`src/rtl/core/clist_pkg.sv`:
```
// ----------------------------------------------------------------------------
// Circular list engine package
// Sizes, operation and status codes, memory control bundle and index helpers.
// ----------------------------------------------------------------------------
package clist_pkg;

  localparam int CAPACITY = 32;
  localparam int IDX_W    = (CAPACITY > 1) ? $clog2(CAPACITY) : 1;
  localparam int CNT_W    = $clog2(CAPACITY + 1);
  localparam int DATA_W   = 32;
  localparam int OP_W     = 3;
  localparam int STAT_W   = 3;
  localparam int POS_W    = 6;

  typedef enum logic [OP_W-1:0] {
    OP_INSERT    = 3'd0,
    OP_DEL_FIRST = 3'd1,
    OP_DEL_LAST  = 3'd2,
    OP_DEL_VALUE = 3'd3,
    OP_SEARCH    = 3'd4,
    OP_LIST_ALL  = 3'd5
  } opcode_t;

  typedef enum logic [STAT_W-1:0] {
    ST_DONE      = 3'd0,
    ST_EMPTY     = 3'd1,
    ST_NOT_FOUND = 3'd2,
    ST_FOUND     = 3'd3,
    ST_FULL      = 3'd4,
    ST_LISTED    = 3'd5
  } status_t;

  typedef struct packed {
    logic              we;
    logic [IDX_W-1:0]  waddr;
    logic [DATA_W-1:0] wdata;
    logic              re;
    logic [IDX_W-1:0]  raddr;
  } ram_ctl_t;

  function automatic logic [IDX_W-1:0] slot_add(input logic [IDX_W-1:0] base,
                                                input logic [IDX_W-1:0] off);
    logic [IDX_W:0] sum;
    sum = {1'b0, base} + {1'b0, off};
    if (sum >= (IDX_W+1)'(CAPACITY)) begin
      sum = sum - (IDX_W+1)'(CAPACITY);
    end
    return sum[IDX_W-1:0];
  endfunction

  function automatic logic [IDX_W-1:0] slot_dec(input logic [IDX_W-1:0] base);
    return (base == '0) ? IDX_W'(CAPACITY - 1) : base - IDX_W'(1);
  endfunction

  function automatic logic [POS_W-1:0] to_pos(input logic [CNT_W-1:0] v);
    logic [CNT_W+POS_W-1:0] wide;
    wide = {{POS_W{1'b0}}, v};
    return wide[POS_W-1:0];
  endfunction

endpackage

```
`src/rtl/core/clist_if.sv`:
```
// ----------------------------------------------------------------------------
// Circular list engine channels
// Request and response channels with valid/ready handshake.
// ----------------------------------------------------------------------------
interface clist_req_if;
  import clist_pkg::*;

  logic                     valid;
  logic                     ready;
  logic [OP_W-1:0]          opcode;
  logic signed [DATA_W-1:0] value;

  modport source (output valid, output opcode, output value, input ready);
  modport sink   (input valid, input opcode, input value, output ready);
endinterface

interface clist_rsp_if;
  import clist_pkg::*;

  logic                     valid;
  logic                     ready;
  logic [STAT_W-1:0]        status;
  logic [POS_W-1:0]         position;
  logic signed [DATA_W-1:0] entry_value;
  logic                     last_result;

  modport source (output valid, output status, output position, output entry_value,
                  output last_result, input ready);
  modport sink   (input valid, input status, input position, input entry_value,
                  input last_result, output ready);
endinterface

```
`src/rtl/core/circular_list_engine.sv`:
```
// ----------------------------------------------------------------------------
// Circular list engine
// Insert, delete first/last and any request on an empty list: response registered
//   from the S_RESP state once the response register is free; next request taken in idle.
// Search, delete value, list all: walk one stored entry per cycle through the memory
//   read port while the response register is free; next request taken after the
//   last response; list all gives one response a cycle while the response register is free.
// A response stall holds the walk. Synchronous reset empties the list at once.
// ----------------------------------------------------------------------------
module circular_list_engine import clist_pkg::*; (
  input  logic        clk,
  input  logic        rst,
  clist_req_if.sink   req,
  clist_rsp_if.source rsp
);

  ram_ctl_t          ram;
  logic [DATA_W-1:0] rdata;

  clist_ctrl u_ctrl (
    .clk   (clk),
    .rst   (rst),
    .req   (req),
    .rsp   (rsp),
    .ram   (ram),
    .rdata (rdata)
  );

  clist_ram #(
    .DEPTH (CAPACITY),
    .WIDTH (DATA_W)
  ) u_ram (
    .clk   (clk),
    .we    (ram.we),
    .waddr (ram.waddr),
    .wdata (ram.wdata),
    .re    (ram.re),
    .raddr (ram.raddr),
    .rdata (rdata)
  );

endmodule

```
`src/rtl/core/clist_ram.sv`:
```
// ----------------------------------------------------------------------------
// Circular list entry memory
// Simple dual-port RAM, one write and one registered read port.
// ----------------------------------------------------------------------------
module clist_ram #(
  parameter int DEPTH  = 32,
  parameter int WIDTH  = 32,
  parameter int ADDR_W = (DEPTH > 1) ? $clog2(DEPTH) : 1
) (
  input  logic              clk,
  input  logic              we,
  input  logic [ADDR_W-1:0] waddr,
  input  logic [WIDTH-1:0]  wdata,
  input  logic              re,
  input  logic [ADDR_W-1:0] raddr,
  output logic [WIDTH-1:0]  rdata
);

  logic [WIDTH-1:0] mem [DEPTH];

  always_ff @(posedge clk) begin
    if (we) begin
      mem[waddr] <= wdata;
    end
  end

  always_ff @(posedge clk) begin
    if (re) begin
      rdata <= mem[raddr];
    end
  end

endmodule

```
`src/rtl/core/clist_ctrl.sv`:
```
// ----------------------------------------------------------------------------
// Circular list sequencer
// Holds head and count, walks the entry memory and drives the response register.
// ----------------------------------------------------------------------------
module clist_ctrl import clist_pkg::*; (
  input  logic              clk,
  input  logic              rst,
  clist_req_if.sink         req,
  clist_rsp_if.source       rsp,
  output ram_ctl_t          ram,
  input  logic [DATA_W-1:0] rdata
);

  typedef enum logic [1:0] {S_IDLE, S_RESP, S_WALK} state_t;

  state_t                   state;
  logic [IDX_W-1:0]         head;
  logic [CNT_W-1:0]         count;
  opcode_t                  op;
  logic [DATA_W-1:0]        val;
  status_t                  res_status;
  logic [CNT_W-1:0]         rd_off;
  logic [CNT_W-1:0]         data_off;
  logic                     pend;
  logic                     matched;
  logic                     out_valid;
  status_t                  out_status;
  logic [POS_W-1:0]         out_pos;
  logic [DATA_W-1:0]        out_value;
  logic                     out_last;

  logic                     accept;
  logic                     out_free;
  logic                     out_load;
  logic                     consume;
  logic                     issue;
  logic                     is_last;
  logic                     hit;
  logic                     full;
  logic                     ins_we;
  logic                     shift_we;
  logic [CNT_W-1:0]         prev_off;
  logic [CNT_W-1:0]         cur_pos;

  assign req.ready = (state == S_IDLE);
  assign accept    = req.valid && req.ready;
  assign out_free  = !out_valid || rsp.ready;
  assign full      = (count >= CNT_W'(CAPACITY));
  assign consume   = (state == S_WALK) && pend && out_free;
  assign issue     = (state == S_WALK) && (rd_off < count) && (!pend || consume);
  assign is_last   = (data_off == count - CNT_W'(1));
  assign hit       = (rdata == val);
  assign prev_off  = data_off - CNT_W'(1);
  assign cur_pos   = data_off + CNT_W'(1);
  assign out_load  = ((state == S_RESP) && out_free) ||
                     (consume && (is_last || (op == OP_LIST_ALL) ||
                                  ((op == OP_SEARCH) && hit)));

  assign ins_we   = accept && (opcode_t'(req.opcode) == OP_INSERT) && !full;
  assign shift_we = consume && (op == OP_DEL_VALUE) && matched;

  always_comb begin
    ram.re    = issue;
    ram.raddr = slot_add(head, rd_off[IDX_W-1:0]);
    ram.we    = ins_we || shift_we;
    if (ins_we) begin
      ram.waddr = slot_dec(head);
      ram.wdata = req.value;
    end else begin
      ram.waddr = slot_add(head, prev_off[IDX_W-1:0]);
      ram.wdata = rdata;
    end
  end

  assign rsp.valid       = out_valid;
  assign rsp.status      = out_status;
  assign rsp.position    = out_pos;
  assign rsp.entry_value = out_value;
  assign rsp.last_result = out_last;

  always_ff @(posedge clk) begin
    if (rst) begin
      state     <= S_IDLE;
      head      <= '0;
      count     <= '0;
      pend      <= 1'b0;
      matched   <= 1'b0;
      out_valid <= 1'b0;
    end else begin
      if (out_load) begin
        out_valid <= 1'b1;
      end else if (out_valid && rsp.ready) begin
        out_valid <= 1'b0;
      end
      unique case (state)
        S_IDLE: begin
          if (accept) begin
            op  <= opcode_t'(req.opcode);
            val <= req.value;
            unique case (opcode_t'(req.opcode))
              OP_INSERT: begin
                if (full) begin
                  res_status <= ST_FULL;
                end else begin
                  head       <= slot_dec(head);
                  count      <= count + CNT_W'(1);
                  res_status <= ST_DONE;
                end
                state <= S_RESP;
              end
              OP_DEL_FIRST: begin
                if (count == '0) begin
                  res_status <= ST_EMPTY;
                end else begin
                  head       <= slot_add(head, IDX_W'(1));
                  count      <= count - CNT_W'(1);
                  res_status <= ST_DONE;
                end
                state <= S_RESP;
              end
              OP_DEL_LAST: begin
                if (count == '0) begin
                  res_status <= ST_EMPTY;
                end else begin
                  count      <= count - CNT_W'(1);
                  res_status <= ST_DONE;
                end
                state <= S_RESP;
              end
              OP_DEL_VALUE, OP_SEARCH, OP_LIST_ALL: begin
                if (count == '0) begin
                  res_status <= ST_EMPTY;
                  state      <= S_RESP;
                end else begin
                  rd_off  <= '0;
                  pend    <= 1'b0;
                  matched <= 1'b0;
                  state   <= S_WALK;
                end
              end
              default: begin
                // drop unused opcodes
              end
            endcase
          end
        end
        S_RESP: begin
          if (out_free) begin
            out_status <= res_status;
            out_pos    <= '0;
            out_value  <= val;
            out_last   <= 1'b1;
            state      <= S_IDLE;
          end
        end
        S_WALK: begin
          if (issue) begin
            rd_off   <= rd_off + CNT_W'(1);
            data_off <= rd_off;
            pend     <= 1'b1;
          end else if (consume) begin
            pend <= 1'b0;
          end
          if (consume) begin
            unique case (op)
              OP_SEARCH: begin
                if (hit || is_last) begin
                  out_status <= hit ? ST_FOUND : ST_NOT_FOUND;
                  out_pos    <= hit ? to_pos(cur_pos) : '0;
                  out_value  <= val;
                  out_last   <= 1'b1;
                  state      <= S_IDLE;
                end
              end
              OP_DEL_VALUE: begin
                if (!matched && hit) begin
                  matched <= 1'b1;
                end
                if (is_last) begin
                  if (matched || hit) begin
                    count      <= count - CNT_W'(1);
                    out_status <= ST_DONE;
                  end else begin
                    out_status <= ST_NOT_FOUND;
                  end
                  out_pos   <= '0;
                  out_value <= val;
                  out_last  <= 1'b1;
                  state     <= S_IDLE;
                end
              end
              default: begin
                out_status <= ST_LISTED;
                out_pos    <= to_pos(cur_pos);
                out_value  <= rdata;
                out_last   <= is_last;
                if (is_last) begin
                  state <= S_IDLE;
                end
              end
            endcase
          end
        end
        default: state <= S_IDLE;
      endcase
    end
  end

  a_count_bound: assert property (@(posedge clk) disable iff (rst)
    count <= CNT_W'(CAPACITY))
    else $error("entry count above capacity");

  a_partial_is_listing: assert property (@(posedge clk) disable iff (rst)
    (out_valid && !out_last) |-> (out_status == ST_LISTED))
    else $error("non-final response outside list-all");

  a_insert_grows: assert property (@(posedge clk) disable iff (rst)
    ins_we |=> (count == $past(count) + CNT_W'(1)) && (head == slot_dec($past(head))))
    else $error("insert did not advance head and count");

  a_write_source: assert property (@(posedge clk) disable iff (rst)
    ram.we |-> ((state == S_IDLE) && accept) || ((state == S_WALK) && matched))
    else $error("entry write outside insert or shift");

endmodule
```
`src/flat_wrapper.sv`:
```
// flat-port wrapper written by rule: the top's interface ports become plain ports
module circular_list_engine_flat import clist_pkg::*;
  (clk, rst, req_valid, req_opcode, req_value, req_ready, rsp_valid, rsp_status, rsp_position, rsp_entry_value, rsp_last_result, rsp_ready);
  clist_req_if req_i ();
  clist_rsp_if rsp_i ();
  input  logic clk;
  input  logic rst;
  input wire logic [$bits(req_i.valid)-1:0] req_valid;
  input wire logic [$bits(req_i.opcode)-1:0] req_opcode;
  input wire logic [$bits(req_i.value)-1:0] req_value;
  output wire logic [$bits(req_i.ready)-1:0] req_ready;
  output wire logic [$bits(rsp_i.valid)-1:0] rsp_valid;
  output wire logic [$bits(rsp_i.status)-1:0] rsp_status;
  output wire logic [$bits(rsp_i.position)-1:0] rsp_position;
  output wire logic [$bits(rsp_i.entry_value)-1:0] rsp_entry_value;
  output wire logic [$bits(rsp_i.last_result)-1:0] rsp_last_result;
  input wire logic [$bits(rsp_i.ready)-1:0] rsp_ready;
  assign req_i.valid = req_valid;
  assign req_i.opcode = req_opcode;
  assign req_i.value = req_value;
  assign req_ready = req_i.ready;
  assign rsp_valid = rsp_i.valid;
  assign rsp_status = rsp_i.status;
  assign rsp_position = rsp_i.position;
  assign rsp_entry_value = rsp_i.entry_value;
  assign rsp_last_result = rsp_i.last_result;
  assign rsp_i.ready = rsp_ready;
  circular_list_engine u_core (.clk(clk), .rst(rst), .req(req_i), .rsp(rsp_i));
endmodule
```
`config.mk`:
```
export PLATFORM = sky130hd
export DESIGN_NAME = circular_list_engine_flat
export DESIGN_NICKNAME = d
export VERILOG_FILES = /design/src/rtl/core/clist_pkg.sv /design/src/rtl/core/clist_if.sv /design/src/rtl/core/circular_list_engine.sv /design/src/rtl/core/clist_ram.sv /design/src/rtl/core/clist_ctrl.sv /design/src/flat_wrapper.sv
export SDC_FILE = /design/constraint.sdc
export NUM_CORES = 1
export LEC_CHECK = 0
export ABC_AREA = 1
export BUFFER_PORTS_ARGS = -buffer_cell sky130_fd_sc_hd__buf_2
export CAP_MARGIN = 20
export CORE_MARGIN = 10
export CORE_UTILIZATION = 40
export DETAILED_ROUTE_END_ITERATION = 8
export GPL_TIMING_DRIVEN = 0
export MAX_ROUTING_LAYER = met4
export PLACE_DENSITY = 0.58
export SLEW_MARGIN = 20
export SYNTH_ARGS = -nofsm -noshare
export SYNTH_HDL_FRONTEND = slang
export SYNTH_SLANG_ARGS = --single-unit
```
`constraint.sdc`:
```
create_clock -name clk -period 5.46 [get_ports clk]
set_input_delay 1.092 -clock clk [delete_from_list [all_inputs] [get_ports clk]]
set_output_delay 1.092 -clock clk [all_outputs]
set_load 0.01 [all_outputs]
```
# Word level (Yosys, flattened, before mapping)
# Memories as Yosys holds them, arrays and structs flattened. A register that Yosys moved wholly into a read port is not among the register bits.
# Cells that the tools add are included.
# word_totals
latchBits	0
word_cells	191
ram_bits	1024
reg_bits	108
inputBits	39
n_memories	1
romBits	0
out_inout_bits	44
# classes
n_mux	76
mul	0
n_eq_ne	33
n_reduce_logical	48
n_lt_le_gt_ge	5
n_shift	0
div_mod_pow	0
n_bitwise	1
addsub	12
# memory_table
memory	depth	width	read_ports	rd_ports_with_merged_regs	write_ports	line	text
u_core.u_ram.mem	32	32	1	1	1	clist_ram.sv:19	logic [WIDTH-1:0] mem [DEPTH];
# ops
operator	n
32-bit two-way mux	4
32-bit case mux with 2 select lines	2
6-bit two-way mux	16
6-bit case mux with 2 select lines	5
37-bit two-way mux	1
32-bit equality test	1
5-bit two-way mux	6
5-bit by 1-bit subtractor with 5-bit output, second input constant	5
6-bit greater-or-equal comparator, second input constant	4
6-bit by 1-bit adder with 6-bit output, second input constant	3
1-bit two-way mux	18
3-bit two-way mux	6
6-bit AND reduction	3
2-bit two-way mux	8
2-bit inequality test, second input constant	8
5-bit AND reduction	3
1-bit logical AND	14
5-bit by 5-bit adder with 6-bit output	2
3-bit equality test, second input constant	4
3-bit by 2-bit inequality test with 1-bit output, second input constant	4
3-bit inequality test, second input constant	4
3-bit case mux with 2 select lines	2
2-bit by 1-bit inequality test with 1-bit output, second input constant	5
5-bit case mux with 2 select lines	1
other kinds (26)	46

# Longest topological paths before layout
# Gate-level depths: netlist (run 1).
# depth
depth_word	8
ltp_mapped	15
mapped_depth_nobuf	14

# Cells and area by module
# Synthesis (run 1) repeated with hierarchy kept, for this count alone.
# hier_totals
hier_cells	4274
hier_area_um2	48973.2
# modules_own_cells
module	seq_area_each_um2	area_each_um2	n_inst	cells_per_inst
clist_ram	31710.4	42726.0	1	3536
clist_ctrl	3052.9	6247.2	1	738

# Worst setup path after synthesis (run 1)
# No wires, ideal clock.
# synth_path
path_kind	input-to-reg
startpoint	input port req_opcode[2]
endpoint	memory u_core.u_ram.mem[11][0] (enable)
slack_ns	1.454
required_ns	5.039
stages	9
arrival_time_ns	3.585
setup_ns	0.421
n_path_buf	0
path_cell_list	nor2_1 -> inv_1 -> or2_1 -> nor3_4 -> inv_2 -> o21ai_1 -> and2b_1 -> nand2_2 -> nor2_1
# synth_between
elab_chain_cells	6
elab_cells_between_ends	7
classes_between	mux: 3; reduce/logical: 4
# synth_lines
item	line	text
from (decl)	flat_wrapper.sv:9	input wire logic [$bits(req_i.opcode)-1:0] req_opcode;
3-bit zero test (*)	clist_ctrl.sv:59	assign ins_we = accept && (opcode_t'(req.opcode) == OP_INSERT) && !full;
1-bit logical AND (*) (2 in a row)	clist_ctrl.sv:59	
1-bit logical OR	clist_ctrl.sv:65	ram.we = ins_we || shift_we;
1-bit two-way mux	clist_ram.sv:22	if (we) begin
1-bit two-way mux (implied by the code)	clist_ram.sv:23	mem[waddr] <= wdata;
to (decl)	clist_ram.sv:19	
# Mark *: on every way between the ends. The rest lies on a longest branch, timed or not.

# Final worst setup path (run 1)
# layout_path
startpoint	register u_core.u_ctrl.data_off[0]
endpoint	memory u_core.u_ram.mem[26][8] (enable)
# layout_between
elab_chain_cells	5
elab_cells_between_ends	6
classes_between	add/sub: 3; order compare: 1; mux: 2
# layout_lines
item	line	text
from (decl)	clist_ctrl.sv:23	logic [CNT_W-1:0] data_off;
from (signal assigned)	clist_ctrl.sv:159	data_off <= rd_off;
5-bit by 1-bit subtractor with 5-bit output (*)	clist_ctrl.sv:53	assign prev_off = data_off - CNT_W'(1);
5-bit by 5-bit adder with 6-bit output (*)	clist_pkg.sv:44	sum = {1'b0, base} + {1'b0, off};
5-bit by 1-bit subtractor with 5-bit output / 6-bit greater-or-equal comparator (equally long branches)	clist_pkg.sv:46, clist_pkg.sv:45	
5-bit two-way mux (*)	clist_pkg.sv:45	if (sum >= (IDX_W+1)'(CAPACITY)) begin
37-bit two-way mux (*)	clist_ctrl.sv:66	if (ins_we) begin
# Marks and branches as above.

==> results of run 1 <==
routing by layer:
| layer | track usage, % | vias to the layer above |
|---|---|---|
| met3 | 3.82 | 188 |
| met2 | 32.6 | 1501 |
| met5 | - | - |
| met4 | 7.51 | 0 |
| met1 | 29.8 | 15064 |
| li1 | - | 13178 |
synthesized netlist by cell type, drive strengths merged (2+ instances only):
| cell type | n | area share, % |
|---|---|---|
| o21ai | 342 | 3.6 |
| o2111ai | 2 | 0.037 |
| clkbuf | 122 | 0.97 |
| nand3b | 3 | 0.048 |
| xor2 | 16 | 0.30 |
| xnor2 | 19 | 0.35 |
| and2 | 32 | 0.42 |
| o221ai | 256 | 4.7 |
| dfxtp | 16 | 0.68 |
| nand4 | 5 | 0.066 |
| a31oi | 2 | 0.026 |
| nor3b | 2 | 0.032 |
| o21bai | 2 | 0.032 |
| nor3 | 5 | 0.077 |
| ha | 25 | 0.66 |
| inv | 118 | 0.94 |
| mux2i | 256 | 5.4 |
| nor2 | 357 | 2.8 |
| a21oi | 20 | 0.21 |
| fa | 2 | 0.085 |
| or2 | 4 | 0.053 |
| clkinv | 3 | 0.024 |
| edfxtp | 1147 | 73 |
| nand3 | 222 | 2.4 |
| buf | 86 | 1.1 |
| o21a | 2 | 0.032 |
| nand2 | 246 | 2.0 |
registers in the layout, indices dropped and copies added, names as in the netlist, 2 cells and up:
name	flops
u_core.u_ram.mem	1024
u_core.u_ctrl.op	3
u_core.u_ctrl.data_off	6
u_core.u_ctrl.res_status	2
u_core.u_ram.rdata	32
u_core.u_ctrl.rsp.status	3
u_core.u_ctrl.count	6
u_core.u_ctrl.rsp.position	6
u_core.u_ctrl.val	32
u_core.u_ctrl.rd_off	6
u_core.u_ctrl.state	2
u_core.u_ctrl.head	5
u_core.u_ctrl.rsp.entry_value	32
worst max-delay path, cell delays in order, from the launching register on:
cell and delay, ps:
edfxtp_1 450, inv_1 120, ha_1 290, inv_1 90, fa_1 470, nand2_1 80, nand2_1 50, a21oi_1 140
xor2_1 100, o21ai_0 650, inv_1 140, nor2_1 160, nand2_1 310, nor2_4 690, buf_16 230
kinds of logic after synthesis:
kind of cell             count (synthesis)  synth area share, %
AND/OR/NAND/NOR                        877                 7.90
multiplexers                           256                 5.42
buffers and inverters                  329                 3.01
flip-flops                            1163                 73.5
adder cells (fa/ha/maj)                 27                0.746
XOR/XNOR                                35                0.648
AO/OA/AOI/OAI                          630                 8.77
area by class of cell:
| cell class | count | area [um2] |
|---|---|---|
| plain buffers | 208 | 977 |
| repair buffers | 151 | 2150 |
| multi-input cells | 1825 | 11700 |
| well taps | 1536 | 1920 |
| diodes | 4 | 10.0 |
| clock inverters | 71 | 738 |
| clock buffers | 143 | 3000 |
| flip-flops and latches | 1163 | 34800 |
| inverters | 121 | 454 |
| fillers | 10024 | 62000 |
power groups by stage:
stage	Sequential [mW]	Clock [mW]	Combinational (mW)
2_1_floorplan	11.0	0	4.88
5_1_grt	10.8	8.43	9.99
3_5_place_dp	11.0	0	9.30
4_1_cts	10.8	8.06	9.34
3_3_place_gp	11.1	0	8.70
6_report	10.8	7.99	9.47
worst min path at each step:
stage / startpoint / to / slack, ps / cells after the start
after floorplan: u_core.u_ctrl.matched / u_core.u_ctrl.matched / 440 / 2
after CTS: u_core.u_ctrl.matched / u_core.u_ctrl.matched / 470 / 2
after global placement: u_core.u_ctrl.matched / u_core.u_ctrl.matched / 450 / 2
after detailed placement: u_core.u_ctrl.matched / u_core.u_ctrl.matched / 450 / 2
final: u_core.u_ctrl.matched / u_core.u_ctrl.matched / 470 / 2
after global routing: u_core.u_ctrl.matched / u_core.u_ctrl.matched / 500 / 2
==> key figures, run 1 <==
Worst setup path
  – RR Startpoint: u_core.u_ctrl.data_off[0]
  – Flop-to-flop setup slack: around 1100 ps
  – Arrival time worst endpoint: 4740 ps
  – Critical Path RT: roughly 5900 ps
  – Startpoint types: register
  – CP max FO: 19
  – Worst r2r path cells: 14
  – Crit path capture type: register
  – Crit Path Class: register to register
  – Worst setup path startpoint: u_core.u_ctrl.data_off[0]
  – CP Capture Point: u_core.u_ram.mem[26][8]
  – Reg2Reg Capture Point: u_core.u_ram.mem[26][8]

Clock network
  – CTS tree: yes
  – CTS Buf Count: approximately 120
  – H-tree Lvls: 3
  – Clk sinks: about 1200
  – CTS max path bufs: 3
  – CTS resizes: 0
  – Reg clk slew, reported paths: approximately 70 ps
  – Worst-Skew Late Latency: approximately 700 ps
  – Root Driver: clkbuf_16
  – Hold buffer count at cts: 0
  – Setup bufs post-CTS: 0

STA
  – Worst Skew: between 30 and 40 ps
  – Max_slew headroom: 27.3%
  – Min Tclk post-route: between 4000 and 5000 ps
  – RSZ-0062 raised after global routing: no
  – Max Fclk: approximately 230 MHz
  – # setup viols final: 0
  – Period utilization: around four fifths
  – Final worst slack: around 1100 ps
  – Pins Over Slew Limit: 0
  – Final hold slack: approximately 470 ps
  – Total Neg Setup Slack: 0 ps
  – Hold Fails Final Rpt: 0
  – Slew @ Worst Pin: roughly 1100 ps

Logic synthesis
  – Post-synth EDFFs: approximately 1100
  – Ys Warns: 0
  – Mapped Nets: about 3400
  – Post-synth cell types: 43
  – Post-Syn Area per Cell: around 14 um2
  – Synth Register Bits: between 1000 and 1500
  – Post-Syn Area: between 0.04 and 0.05 mm2
  – Post-Syn Instances: 3317
  – Ys flop type: edfxtp_1
  – Async set-reset flop share out of synthesis: 0%
  – Seq/Total Area, Yosys: around three quarters

Hold path
  – Worst hold path class: register to register

GRT
  – Number of global-route vias before repair: 28844
  – First-pass GRT wire length: approximately 200 mm
  – Grt ovf: 0
  – Initial antenna violation count: 5
  – Pin count of the biggest net entering global routing: 34
  – GRT Overall Usage: between 20% and 30%

Finish
  – Area grow syn2layout: 17.9%
  – Final Net Count: around 3700
  – Fin util: 47.3%
  – Most common cell after layout, fill and taps aside: edfxtp_1
  – Most frequent cells in the layout: 1147 x edfxtp_1, 322 x nor2_1, 305 x o21ai_0, 256 x mux2i_1, 256 x o221ai_1
  – Non-Filler Instances: ~5200
  – Ratio of cells with drive above 1 in the final layout: 12.7%
  – Design area: between 0.05 and 0.06 mm2

Pwr
  – Static leakage: around 19 nW
  – Combinational fraction of design power: roughly 34%
  – Pwr Total: 28.3 mW
  – P_int: 17.9 mW
  – Clk pwr share: between 20% and 30%
  – Worst vdd ir: approximately 300 uV
  – Net Sw Power: 10.3 mW
  – Sw Share: a little over a third
  – P per Cell Area: ~510 mW/mm2
  – Register share of total power: 38.2%

Run status
  – Status: finished, final reports clean

Drt
  – Post-DRT Antenna Nets: 0
  – Initial DRC Count: 3698
  – Via count: between 20000 and 30000
  – Max layer used: met4
  – DR DRC count: 0
  – DR WL met3: about 14 mm
  – M1 WL: approximately 59 mm
  – WL per Instance: around 27 um
  – Met2 routed WL: roughly 64 mm
  – Via density: 5.73
  – First drt pass iteration count: 5
  – Routed wire length: 143 mm

Floorplan
  – Initial Utilization: 40.2%
  – I/O pin count: 83
  – Die ar.: around 0.13 mm2
  – Core area: 0.118 mm2
  – # rows: 126
  – Die Wd: between 300 and 400 um
  – Die Ht: 364 um

Placed design
  – Number of port buffers: approximately 80
  – DP HPWL: just over 100 mm
  – Gp weighted congestion: a little over 0.9
  – Place WS: between 1000 and 1500 ps
  – Placed instance area: between 0.05 and 0.06 mm2
  – Placed cell count: about 5000

Run
  – Max-cap violations: 0
(Power assumes the default switching activity.)
==> run 2: changes to the inputs <==
- ABC_AREA: 1 -> 0
- PLACE_DENSITY: 0.58 -> 0.6
- clock period: 5.46 -> 3.55 ns (I/O delays scaled with it)
==> run 2 against run 1 <==
Wire length shrank 11%. Global-route usage shrank 2.1 points. Largest cell class unchanged. Total power grew 14%. Register-to-register slack lost 1100 ps. Largest power group unchanged. Sequential power grew 44%. First-iteration DRC count shrank 8.5%. Setup slack lost 1100 ps. Synthesized area shrank 2.2%. Synthesized cell count shrank 24%. Clock-buffer cell count shrank 14. Core utilization grew 1.2 points.
==> key figures, run 2 <==
Clock network
  – Root Driver: clkbuf_16
  – Reg clk slew, reported paths: 60 ps (about the same)
  – CTS Buf Count: 113 (-1.7%)
  – Hold buffer count at cts: 0 (unchanged)
  – Clk sinks: 1163 (unchanged)
  – CTS max path bufs: 3 (unchanged)
  – CTS tree: yes
  – Worst-Skew Late Latency: 690 ps (-20 ps)
  – H-tree Lvls: 3 (unchanged)

Worst setup path
  – CP cell instances: ha_1 > fa_2 > xor2_1 > buf_2 > buf_1 > nand2_1 > nand3_1 > nand3_1 > o21ai_1
  – Startpoint types: register
  – CP most frequent cell: nand3_1
  – CP max FO: 10 (-9)
  – Critical Path RT: 3990 ps (-1880 ps)
  – Arrival time worst endpoint: 3980 ps (-760 ps)
  – Critical path's top delay family: buffers and inverters
  – CP max stage cell: buf_1
  – Critical Path Max Stage Delay: 630 ps (-60 ps)
  – Crit path buffers/inverters: 2 (-2)
  – Crit Path Class: register to register
  – Crit path capture type: register

Logic synthesis
  – Seq/Total Area, Yosys: 75.1% (+1.6 points)
  – Post-Syn Area: 0.0463 mm2 (-2.2%)
  – Post-Syn Instances: 2519 (-24%)
  – Async set-reset flop share out of synthesis: 0% (unchanged)
  – Ys flop type: edfxtp_1
  – Mapped Nets: 2585 (-24%)
  – Most area-consuming cells after synthesis: edfxtp_1 74%, mux4_2 12%, nand2_1 3.3%
  – Commonest cells post-synth: 1147 x edfxtp_1, 410 x nand2_1, 256 x mux4_2, 169 x nand3_1, 93 x clkbuf_1
  – Post-synth EDFFs: 1147 (unchanged)
  – Ys Warns: 0 (unchanged)
  – Post-synth top area cell: edfxtp_1
  – Most common cell in the netlist: edfxtp_1
  – Post-synth cell types: 58 (+35%)
  – Share of the synthesized area in the top cell type: 74.4% (+1.6 points)
  – Synth Register Bits: 1163 (unchanged)
  – Post-Syn Area per Cell: 18.4 um2 (+29%)

GRT
  – Initial antenna violation count: 4 (-1)
  – Pin count of the biggest net entering global routing: 33 (-2.9%)
  – First-pass GRT wire length: 182 mm (-11%)
  – Number of global-route vias before repair: 25661 (-11%)
  – Grt ovf: 0 (unchanged)
  – GRT Overall Usage: 19.6% (-2.1 points)

Finish
  – Final Net Count: 2982 (-18%)
  – FILL cells: 9352 (-6.7%)
  – Most frequent cells in the layout: 1147 x edfxtp_1, 370 x nand2_1, 256 x mux4_2, 169 x nand3_1, 119 x buf_4
  – Design area: 0.0556 mm2 (-0.20%)
  – Area grow syn2layout: 20.3%
  – Multi-input gate area: 0.0117 mm2 (-0.21%)
  – Max reg flops: 1024 (unchanged)
  – FF/Latch Area: 0.0348 mm2 (unchanged)
  – Most common cell after layout, fill and taps aside: edfxtp_1
  – Ratio of cells with drive above 1 in the final layout: 31.5% (+19 points)
  – Top reg by flops: u_core.u_ram.mem

STA
  – Pins Over Slew Limit: 0 (unchanged)
  – Worst Skew: 30.4 ps (-1.50 ps)
  – Max Fclk: 283 MHz (+22%)
  – Slew @ Worst Pin: 1180 ps (+91.0 ps)
  – Min Tclk post-route: 3540 ps (-791 ps)
  – Max_slew headroom: 21.2% (-6.1 points)
  – Period utilization: 99.7% (+20 points)
  – Hold Fails Final Rpt: 0 (unchanged)
  – # setup viols final: 0 (unchanged)

Pwr
  – Worst vdd ir: 421 uV (+43%)
  – P per Cell Area: 579 mW/mm2 (+14%)
  – Pwr Total: 32.2 mW (+14%)
  – Static leakage: 18.6 nW (-1.1%)

Floorplan
  – I/O pin count: 83 (unchanged)
  – Die ar.: 0.130 mm2 (-2.1%)
  – Initial Utilization: 40.4% (+0.19 points)
  – Die Wd: 360 um (-1.0%)
  – Die Ht: 360 um (-1.0%)
  – # rows: 124 (-1.6%)
  – Core area: 0.115 mm2 (-2.6%)

Drt
  – WL per Instance: 28.0 um (+2.5%)
  – Via density: 5.68 (-0.86%)
  – Via count: 25718 (-14%)
  – Initial DRC Count: 3385 (-8.5%)
  – Routed wire length: 127 mm (-11%)
  – First drt pass iteration count: 6 (+1)
  – Post-DRT Antenna Nets: 0 (unchanged)
  – DR DRC count: 0 (unchanged)

Placed design
  – Placed instance area: 0.0506 mm2 (-2.6%)
  – Gp weighted congestion: 0.880 (-3.7%)
  – DP HPWL: 87.2 mm (-14%)
  – Number of port buffers: 82 (unchanged)

Run status
  – Status: finished, final reports clean

Hold path
  – Worst hold path class: input pin to register

Run
  – Max-cap violations: 0 (unchanged)
-- run 2: worst register-to-register path, stage by stage, from the launching register on --
cell,delay [ps]
edfxtp_1,520
ha_1,280
fa_2,380
xor2_1,280
buf_2,500
buf_1,630
nand2_1,120
nand3_1,120
nand3_1,130
o21ai_1,320
-- run 2: final timing paths --
check,cells after the start,startpoint,slack [ps],end
hold reg to reg,2,u_core.u_ctrl.state[1],520,u_core.u_ctrl.state[1]
setup / recovery,9,u_core.u_ctrl.rd_off[0],10,u_core.u_ram.rdata[20]
hold / removal,1,req_value[18],210,u_core.u_ctrl.val[18]
setup reg to reg,9,u_core.u_ctrl.rd_off[0],10,u_core.u_ram.rdata[20]
-- run 2: stage by stage --
| stage | hold slack (ps) | cells | setup slack (ps) | utilization, % | setup TNS, ps |
|---|---|---|---|---|---|
| finish | 212 | 4526 | 11.8 | 48.5 | 0 |
| global route | 181 | 4525 | -45.4 | 48.5 | -1180 |
| CTS | 162 | 4479 | -25.2 | 48.1 | -481 |
| detailed placement | 505 | 4202 | -1090 | 44.2 | -1257020 |
| global placement | 487 | 4113 | -2830 | 43.0 | -2228250 |
| floorplan | 465 | 2519 | -358 | - | -108090 |
-- run 2: logic make-up (layout without fill, tap and decap cells) --
| family | Yosys count | after routing | synth area share, % |
|---|---|---|---|
| other cells | 0 | 1 | 0 |
| buf+inv | 152 | 646 | 1.26 |
| mux | 294 | 294 | 13.4 |
| simple gates | 696 | 696 | 6.52 |
| compound gates | 120 | 120 | 1.67 |
| flops | 1163 | 1163 | 75.1 |
| fa+ha+maj | 28 | 28 | 0.784 |
| xor+xnor | 66 | 66 | 1.25 |
-- run 2: per-layer routing --
layer	track usage [%]	up-vias	part of all wire [%]	routed length, um
met5	-	-	0	0
met4	6.28	0	3.4	4260
met3	4.53	223	9.5	12100
met2	28.7	1237	45	57400
met1	27.0	13478	42	52800
li1	-	10780	-	-
-- run 2: power by group --
group	switching [mW]	internal (mW)
logic	3.03	1.72
registers	0.111	15.4
clock network	5.18	6.77
total	8.32	23.9
-- run 2: final cells by class --
cell class	count	area share [%]
flip-flops and latches	1163	62.5
multi-input cells	1204	21.0
clock buffers	129	5.23
repair buffers	283	4.88
well taps	1512	3.40
plain buffers	130	1.42
clock inverters	83	1.41
inverters	21	0.142
diodes	1	0.00450
-- run 2: what timing repair did --
item / 4_1_cts / 5_1_grt
resized for setup: 186 / 56
pin swaps: 30 / 16
setup buffers: 65 / 48
cloned: 1 / 0
endpoints found under the setup margin: 1974 / 823
